### config.mk
export PLATFORM = sky130hd
export DESIGN_NAME = sliding_peak_midpoint_unit
export DESIGN_NICKNAME = d
export VERILOG_FILES = /design/src/hdl/spm_pkg.sv /design/src/hdl/spm_datapath.sv /design/src/hdl/spm_ctrl.sv /design/src/hdl/sliding_peak_midpoint_unit.sv
export SDC_FILE = /design/constraint.sdc
export NUM_CORES = 1
export LEC_CHECK = 0
export ABC_AREA = 1
export BUFFER_PORTS_ARGS = -buffer_cell sky130_fd_sc_hd__buf_2
export CAP_MARGIN = 20
export CORE_ASPECT_RATIO = 0.6
export CORE_MARGIN = 2
export CORE_UTILIZATION = 40
export CTS_CLUSTER_DIAMETER = 100
export CTS_CLUSTER_SIZE = 14
export DETAILED_ROUTE_END_ITERATION = 7
export HOLD_SLACK_MARGIN = 0.12
export PLACE_DENSITY = 0.6
export SLEW_MARGIN = 25
export SYNTH_ARGS = -nofsm -noshare
export SYNTH_HDL_FRONTEND = slang
export SYNTH_SLANG_ARGS = --single-unit
### constraint.sdc
create_clock -name clk -period 2.1 [get_ports clk]
set_input_delay 0.21 -clock clk [delete_from_list [all_inputs] [get_ports clk]]
set_output_delay 0.21 -clock clk [all_outputs]
set_load 0.01 [all_outputs]
### src/hdl/spm_pkg.sv
package spm_pkg;

  // Number of samples held in the window
  localparam int WINDOW = 16;
  localparam int SAMPLE_W = 16;
  localparam int SLOT_W = (WINDOW > 1) ? $clog2(WINDOW) : 1;
  localparam int FILL_W = $clog2(WINDOW + 1);

  typedef logic [SAMPLE_W-1:0] sample_t;
  typedef logic [SLOT_W-1:0] slot_t;
  typedef logic [FILL_W-1:0] fill_t;

  localparam slot_t LAST_SLOT = slot_t'(WINDOW - 1);
  localparam fill_t FULL_COUNT = fill_t'(WINDOW);

  typedef enum logic [1:0] {
    ST_IDLE,
    ST_SCAN,
    ST_DRAIN,
    ST_FINISH
  } state_t;

  // Controller to datapath
  typedef struct packed {
    logic wr;    // store the incoming word and advance the ring
    logic clr;   // restart the scan
    logic rd;    // read the next stored sample
    logic load;  // load the output register
  } cmd_t;

  // Datapath to controller
  typedef struct packed {
    logic scan_last;  // current read is the last held sample
    logic out_free;   // output register can take a new word
  } status_t;

endpackage

### src/hdl/spm_datapath.sv
module spm_datapath (
  input  logic                 clk,
  input  logic                 rst,
  input  spm_pkg::cmd_t        cmd,
  output spm_pkg::status_t     status,
  input  logic [15:0]          s_tdata,   // [15:0] sample
  output logic                 m_tvalid,
  input  logic                 m_tready,
  output logic [15:0]          m_tdata    // [15:0] midpoint
);

  spm_pkg::sample_t mem [spm_pkg::WINDOW];
  spm_pkg::slot_t   next_slot;
  spm_pkg::fill_t   fill_count;
  spm_pkg::slot_t   scan_idx;
  spm_pkg::sample_t rdata;
  logic             rd_vld;
  spm_pkg::sample_t hi;
  spm_pkg::sample_t lo;
  logic [spm_pkg::SAMPLE_W:0] sum;

  // Sample store: one write port, one registered read port
  always_ff @(posedge clk) begin
    if (cmd.wr) begin
      mem[next_slot] <= s_tdata;
    end
    if (cmd.rd) begin
      rdata <= mem[scan_idx];
    end
  end

  // Ring write pointer and fill level
  always_ff @(posedge clk) begin
    if (rst) begin
      next_slot  <= '0;
      fill_count <= '0;
    end else if (cmd.wr) begin
      next_slot <= (next_slot == spm_pkg::LAST_SLOT) ? '0 : next_slot + 1'b1;
      if (fill_count != spm_pkg::FULL_COUNT) begin
        fill_count <= fill_count + 1'b1;
      end
    end
  end

  // Scan pointer and read-data valid
  always_ff @(posedge clk) begin
    if (rst) begin
      scan_idx <= '0;
      rd_vld   <= 1'b0;
    end else begin
      rd_vld <= cmd.rd;
      if (cmd.clr) begin
        scan_idx <= '0;
      end else if (cmd.rd) begin
        scan_idx <= scan_idx + 1'b1;
      end
    end
  end

  // Running max and min over the read samples
  always_ff @(posedge clk) begin
    if (cmd.clr) begin
      hi <= '0;
      lo <= '1;
    end else if (rd_vld) begin
      if (rdata > hi) hi <= rdata;
      if (rdata < lo) lo <= rdata;
    end
  end

  assign sum = {1'b0, hi} + {1'b0, lo};

  // Output register, held while the receiver stalls
  always_ff @(posedge clk) begin
    if (rst) begin
      m_tvalid <= 1'b0;
    end else if (cmd.load) begin
      m_tvalid <= 1'b1;
    end else if (m_tready) begin
      m_tvalid <= 1'b0;
    end
  end

  always_ff @(posedge clk) begin
    if (cmd.load) begin
      m_tdata <= sum[spm_pkg::SAMPLE_W:1];
    end
  end

  assign status.scan_last = (spm_pkg::fill_t'(scan_idx) == fill_count - 1'b1);
  assign status.out_free  = !m_tvalid || m_tready;

endmodule

### src/hdl/spm_ctrl.sv
module spm_ctrl (
  input  logic              clk,
  input  logic              rst,
  input  logic              s_tvalid,
  output logic              s_tready,
  input  spm_pkg::status_t  status,
  output spm_pkg::cmd_t     cmd
);

  spm_pkg::state_t state;
  spm_pkg::state_t state_next;

  always_ff @(posedge clk) begin
    if (rst) begin
      state <= spm_pkg::ST_IDLE;
    end else begin
      state <= state_next;
    end
  end

  // Next state
  always_comb begin
    state_next = state;
    case (state)
      spm_pkg::ST_IDLE: begin
        if (s_tvalid) state_next = spm_pkg::ST_SCAN;
      end
      spm_pkg::ST_SCAN: begin
        if (status.scan_last) state_next = spm_pkg::ST_DRAIN;
      end
      spm_pkg::ST_DRAIN: begin
        state_next = spm_pkg::ST_FINISH;
      end
      spm_pkg::ST_FINISH: begin
        if (status.out_free) state_next = spm_pkg::ST_IDLE;
      end
      default: begin
        state_next = spm_pkg::ST_IDLE;
      end
    endcase
  end

  // Outputs
  always_comb begin
    cmd      = '0;
    s_tready = 1'b0;
    case (state)
      spm_pkg::ST_IDLE: begin
        s_tready = 1'b1;
        cmd.wr   = s_tvalid;
        cmd.clr  = s_tvalid;
      end
      spm_pkg::ST_SCAN: begin
        cmd.rd = 1'b1;
      end
      spm_pkg::ST_FINISH: begin
        cmd.load = status.out_free;
      end
      default: begin
        cmd = '0;
      end
    endcase
  end

endmodule

### src/hdl/sliding_peak_midpoint_unit.sv
// Sliding-window peak midpoint.
// Input stream s_*: one 16-bit unsigned sample per word. Output stream m_*:
// one 16-bit word per sample, floor((max + min) / 2) over the most recent
// WINDOW samples (or all samples since reset while fewer are held).
// Each accepted word is written into a ring store, then the held samples are
// read back one per cycle through the single registered read port and folded
// into a running max and min. From accept to result an item goes through the
// write, the reads of the N held samples (N up to WINDOW), a drain step for
// the last read to land, and the load of the output register, which waits
// while the output register is busy. The next sample is taken in the cycle
// after the result is loaded, so the block takes no new sample while one
// is still being scanned.
// Reset (rst, synchronous) empties the window and drops any pending result.
// If the receiver stalls, the result waits in the output register; the
// block still accepts and scans the next sample and holds its result until
// the output register is free.
module sliding_peak_midpoint_unit (
  input  logic        clk,
  input  logic        rst,
  input  logic        s_tvalid,
  output logic        s_tready,
  input  logic [15:0] s_tdata,   // [15:0] sample
  output logic        m_tvalid,
  input  logic        m_tready,
  output logic [15:0] m_tdata    // [15:0] midpoint
);

  spm_pkg::cmd_t    cmd;
  spm_pkg::status_t status;

  spm_ctrl u_ctrl (
    .clk      (clk),
    .rst      (rst),
    .s_tvalid (s_tvalid),
    .s_tready (s_tready),
    .status   (status),
    .cmd      (cmd)
  );

  spm_datapath u_datapath (
    .clk      (clk),
    .rst      (rst),
    .cmd      (cmd),
    .status   (status),
    .s_tdata  (s_tdata),
    .m_tvalid (m_tvalid),
    .m_tready (m_tready),
    .m_tdata  (m_tdata)
  );

endmodule

After elaboration in Yosys (flattened, before gate mapping)
Memories as Yosys holds them, arrays and structs flattened. A register that Yosys moved wholly into a read port is not among the register bits.
Index checks and enable logic that the tools add are counted.
- register bits: 65
- bits in latches: 0
- RAM bits: 256
- ROM bits: 0
- input port bits: 20
- output and inout bits: 18
- logic and storage cells: 48
- memories kept: 1
- add/sub/neg operators: 5
- multipliers: 0
- div/mod/pow operators: 0
- $lt $le $gt $ge: 2
- eq/ne operators: 9
- shift operators: 0
- muxes and demuxes: 13
- bitwise gates (word level): 0
- reductions and logical operators: 9
- memories (memory ; words ; bits a word ; rd ports ; clocked after Yosys merged registers in ; write ports ; RTL line ; text):
    u_datapath.mem ; 16 ; 16 ; 1 ; 1 ; 1 ; spm_datapath.sv:12 ; spm_pkg::sample_t mem [spm_pkg::WINDOW];
- operator list (kind ; count):
    adder 16 x 16 -> 17 bit ; 1
    > comparator 16 bit ; 1
    less-than comparator 16 bit ; 1
    adder 4 x 1 -> 4 bit (second input constant) ; 2
    2-to-1 mux 2 bit ; 4
    case mux 2 bit (4 select lines) ; 1
    2-to-1 mux 1 bit ; 7
    AND reduction 2 bit ; 3
    adder 5 x 1 -> 5 bit (second input constant) ; 1
    equality test 4 x 5 -> 1 bit ; 1
    inequality test 5 bit (second input constant) ; 1
    subtractor 5 x 1 -> 5 bit (second input constant) ; 1
    equality test 2 bit (second input constant) ; 2
    equality test 4 bit (second input constant) ; 1
    2-to-1 mux 4 bit ; 1
    inequality test 2 bit (second input constant) ; 2
    AND reduction 3 bit ; 1
    equality test 2 x 1 -> 1 bit (second input constant) ; 1
    zero test 2 bit ; 1
    inequality test 2 x 1 -> 1 bit (second input constant) ; 1
    nonzero test 2 bit ; 1
    OR reduction 2 bit ; 1
    zero test 1 bit ; 1
    logical OR 1 bit ; 1

Longest topological paths before layout
- depth in word-level cells: 4
- mapped depth: 14
- mapped depth without buffers: 14

Modules after synthesis
Synthesis repeated with hierarchy kept, for this count alone.
- cell total of the unflattened synthesis: 1305
- area, all modules: 14760.4 µm²
- modules (own cells, without submodules) (module ; times used ; cells each ; area an instance (µm²) ; sequential area each (µm²)):
    spm_datapath ; 1 ; 1275 ; 14565.2 ; 9589.2
    spm_ctrl ; 1 ; 30 ; 195.2 ; 40.0

Worst setup path before layout
Ideal clock, no wire load.
- path kind: flip-flop to flip-flop
- start: register u_ctrl.state[0]
- end: memory u_datapath.mem[11][0] (netlist name) (enable)
- arrival time: 1828 ps
- slack: -116 ps
- cell stages (with the launch flop): 8
- buffers on the path: 1
- cells stage by stage: dfxtp_1 > inv_1 > ha_1 > nand2_1 > clkbuf_1 > nor2_1 > nand2_1 > nor2_1
- cells in the longest elaborated chain, start to end: 4
- ends and longest elaborated chain (item ; RTL line ; text):
    start: declaration ; spm_ctrl.sv:10 ; spm_pkg::state_t state;
    start signal: assignment ; spm_ctrl.sv:15 ; state <= spm_pkg::ST_IDLE;
    start signal: assignment ; spm_ctrl.sv:17 ; state <= state_next;
    zero test 2 bit ; spm_ctrl.sv:47 ; case (state)
    2-to-1 mux 2 bit ; spm_ctrl.sv:47 ;
    2-to-1 mux 1 bit ; spm_datapath.sv:24 ; if (cmd.wr) begin
    2-to-1 mux 1 bit (implied by the code) ; spm_datapath.sv:25 ; mem[next_slot] <= s_tdata;
    end: declaration ; spm_datapath.sv:12 ;
No other way between the ends.

Final worst setup path
- start: register u_datapath.rdata[6], read port of u_datapath.mem
- end: register u_datapath.hi[4]
- cells in the longest elaborated chain, start to end: 2
- ends and longest elaborated chain (item ; RTL line ; text):
    start: declaration ; spm_datapath.sv:16 ; spm_pkg::sample_t rdata;
    > comparator 16 bit ; spm_datapath.sv:66 ; if (rdata > hi) hi <= rdata;
    AND reduction 2 bit (no line) ; - ;
    end signal: assignment ; spm_datapath.sv:66 ;
    end: declaration ; spm_datapath.sv:18 ; spm_pkg::sample_t hi;
No other way between the ends.
A chain may end at the register's enable or synchronous reset.

==> metrics.txt <==
Setup Crit Path Kind=flip-flop to flip-flop; crit-path cells=ha_1 > nand2_2 > nor2_4 > nand2_2 > nor3_4 > a21oi_4 > clkbuf_16 > a21oi_1 > nor2_1; overall track demand over capacity in global routing=between 10% and 20%; part of the power in registers=about 41%; depth of the CTS H-tree=1; Setup Slack @ Placement=-212.4 ps; Post-layout nets=1446; dpl cells=between 1500 and 2000; synthesized netlist cell count=1272; most prevalent standard cell on the critical path=nand2_2; Critical R2R Launch=u_datapath.rdata[6]$_DFFE_PP_; Clk network pwr share=22.9%; post-layout worst setup margin=around 31 ps; origin of the worst setup path=u_datapath.rdata[6]$_DFFE_PP_; total standard cell area after synthesis=14820 sq um; DRT Wirelength=roughly 37000 um; standard cell area after detailed placement=approximately 16000 sq um; final cell area excluding filler cells=~17000 sq um; CTS Sinks=337; cell at the slowest stage of the critical path=edfxtp_1; final non-filler cell total=~1900; proportion of layout cells with a drive suffix above 1=between 10 and 15%; minimum period implied by the final worst setup slack=around 2100 ps; total stage count of the critical path=9; detailed-route via count=approximately 10000; Power Internal=around 14 mW; Worst setup SP type=flip-flop; outcome=completed; maximum operating frequency=around 0.48 GHz; syn_nets=between 1000 and 1500; top-area cell type share of the netlist area=58.35%; count of distinct cell types in the synthesized netlist=35; die footprint=about 39000 sq um; min-delay worst type=primary input to flip-flop; number of antenna repair diodes=0; Setup crit end kind=flip-flop; standard cell core area=approximately 36000 sq um; FF+latch count, synth=337; Leak=approximately 6.3 nW; most area-hungry cell type in the Yosys netlist=edfxtp_1; CP max FO=8; Critical Path RT=roughly 2600 ps; worst skew pair latency=560 ps; half-perimeter wire length after detailed placement=~23000 um; most frequent cells in the layout=edfxtp_1, nand2_1, nor2_1; flop2flop setup slack=30 ps; Inserted Clock Buffers=28; Antenna Violating Nets Remaining=0; worst relative slew slack=between 70% and 80%; detail-routed via count per cell=between 5 and 6; DRC=0; Iteration-0 DRC Markers=~1000; CP bufs+invs=1; cell family with most CP delay=simple AND/OR/NAND/NOR gates; proportion of synthesized chip area in sequential cells=~65%; Worst R2R Path Depth=9; number of maximum-capacitance violations=0; count of buffers inserted at the top-level ports=37; ranking of synthesized cells by area=edfxtp_1, dfxtp_1, ha_1; slowest cell delay on critical path=around 500 ps; total I/O pin count=38; Avg WL per Cell=roughly 20 um; Warnings, synthesis=0; total congestion overflow=0; final hold violation count=0; fraction of power consumed by combinational cells=a little under two fifths; gpl congestion=just under 0.9; total number of placement rows=54; setup TNS=0 ps; first-pass GRT wire length=around 55000 um; number of global-route vias before repair=around 9100; capturing point of the worst reg2reg path=u_datapath.hi[4]$_SDFFE_PP0P_; critical path arrival=2530 ps; clock slew at reported path FFs=70 ps; commonest non-fill, non-tap cell in the layout=edfxtp_1; transition at the pin with the smallest max-transition slack=449.9 ps; post-synthesis to final-layout area growth=16.56%; DR pass1 iterations=5; Clock Root Buffer=clkbuf_16; PwrDens=roughly 1300 nW/um^2; total design power=21.64 mW; worst setup path endpoint=u_datapath.hi[4]$_SDFFE_PP0P_; Avg Synthesized Cell Area=around 12 sq um; share of the clock period used by the worst path=between 90% and 100%; VDD IR max=slightly below 800 uV; max-slew violation count=0; setup repair after global routing missed its margin=yes; Switching Power=around 8 mW; maximum number of buffers from clock root to sink=3; switch share=~36%; antenna violations before repair=0; Final setup violation count=0; vertical extent of the die=about 150 um; Initial Util=40.70%; Filler cells=between 3000 and 4000; pin count of the biggest net entering global routing=between 50 and 60; worst hold-check slack=between 400 and 500 ps; die outline width=about 250 um; Final Skew=around 19 ps; fraction of the core area covered by cells at the end of the flow=between 40% and 50%; CTS tree=yes
Yosys cell counts:
cell type  instances
dfxtp_1           49
nand2_1          150
nand2_4            1
nand2_2            1
nand4_1            7
o221ai_1          30
ha_1              57
nor4_1             2
nor3_1             2
o22ai_1           17
edfxtp_1         288
xor2_1            10
o21ai_1           28
inv_1             93
xnor2_1            1
o21ai_2            1
buf_6              6
a21oi_4            1
o211ai_1          34
buf_2             19
fa_1               1
a21oi_1           63
mux2i_1           47
o21a_1             3
o31ai_1            1
nor2_1           157
a211oi_1           1
nand3_1           86
o21ai_0           76
o21bai_1           1
buf_1              3
buf_4              9
a31oi_1            1
clkbuf_1          24
inv_2              2
state kept, by name, indices dropped and copies added (netlist names):
register	count
u_datapath.rdata	16
u_datapath.next_slot	4
u_datapath.scan_idx	4
u_ctrl.state	2
u_datapath.fill_count	5
u_datapath.lo	16
u_datapath.rd_vld	1
u_datapath.m_tvalid	1
u_datapath.m_tdata	16
u_datapath.mem	256
u_datapath.hi	16
final cells by class:
type	instances	area [sq um]	share of cell area, %
tap	476	595.6	3.448
multi-input combinational	780	4737	27.42
clock buffer	50	808.3	4.679
sequential	337	9639	55.80
inverter	95	356.6	2.064
timing repair buffer	126	1121	6.490
clock inverter	1	16.27	0.09416
metal layers:
metal  wire, um  GRT usage, %  vias to the layer above
li1           -             -                     4768
met1      18620         30.40                     4853
met2      15070         25.52                      305
met3       2784         3.610                       35
met4        427         2.846                        0
met5          0             0                        -
kinds of logic after synthesis:
family / share of synthesized area (%)
multiplexers: 3.174
AND/OR/NAND/NOR: 11.25
XOR/XNOR: 0.6500
buffers and inverters: 4.643
AO/OA/AOI/OAI: 10.37
flip-flops: 64.97
adder cells (fa/ha/maj): 4.947
repair_timing:
item                                    in CTS  in global routing
pin swaps                                    0                 16
hold buffers                                20                  0
cloned                                       0                  4
resized for setup                            4                 37
setup buffers                                0                  4
endpoints found under the setup margin      32                 36
hold endpoints to repair                   267                  0
power by group through the flow:
| stage | sequential, mW | clock, mW | combinational [mW] |
|---|---|---|---|
| floorplan | 8.76 | 0 | 5.12 |
| global placement | 8.86 | 0 | 7.27 |
| detailed placement | 8.88 | 0 | 7.36 |
| CTS | 8.73 | 5.05 | 7.46 |
| global route | 8.83 | 5.33 | 8.88 |
| finish | 8.76 | 4.95 | 7.94 |
worst reg2reg max path, delay by kind of cell (launching register included):
kind | cells | cell delay (ps)
AO/OA/AOI/OAI | 2 | 300
flip-flops | 1 | 500
buffers and inverters | 1 | 210
adder cells (fa/ha/maj) | 1 | 340
AND/OR/NAND/NOR | 5 | 610
how the worst min path moves through the flow:
stage,start,end,slack [ps],depth (start not counted)
after floorplan,rst,u_datapath.m_tvalid$_SDFFE_PP0P_,280,1
after detailed placement,u_datapath.lo[14]$_SDFFE_PP1P_,u_datapath.lo[14]$_SDFFE_PP1P_,490,2
after global routing,rst,u_datapath.next_slot[2]$_SDFFE_PP0P_,470,3
after global placement,u_datapath.lo[0]$_SDFFE_PP1P_,u_datapath.lo[0]$_SDFFE_PP1P_,480,2
final,rst,u_datapath.next_slot[2]$_SDFFE_PP0P_,460,3
after CTS,rst,u_datapath.rd_vld$_SDFF_PP0_,440,3
Note: power is estimated with default switching activity, not from simulation.
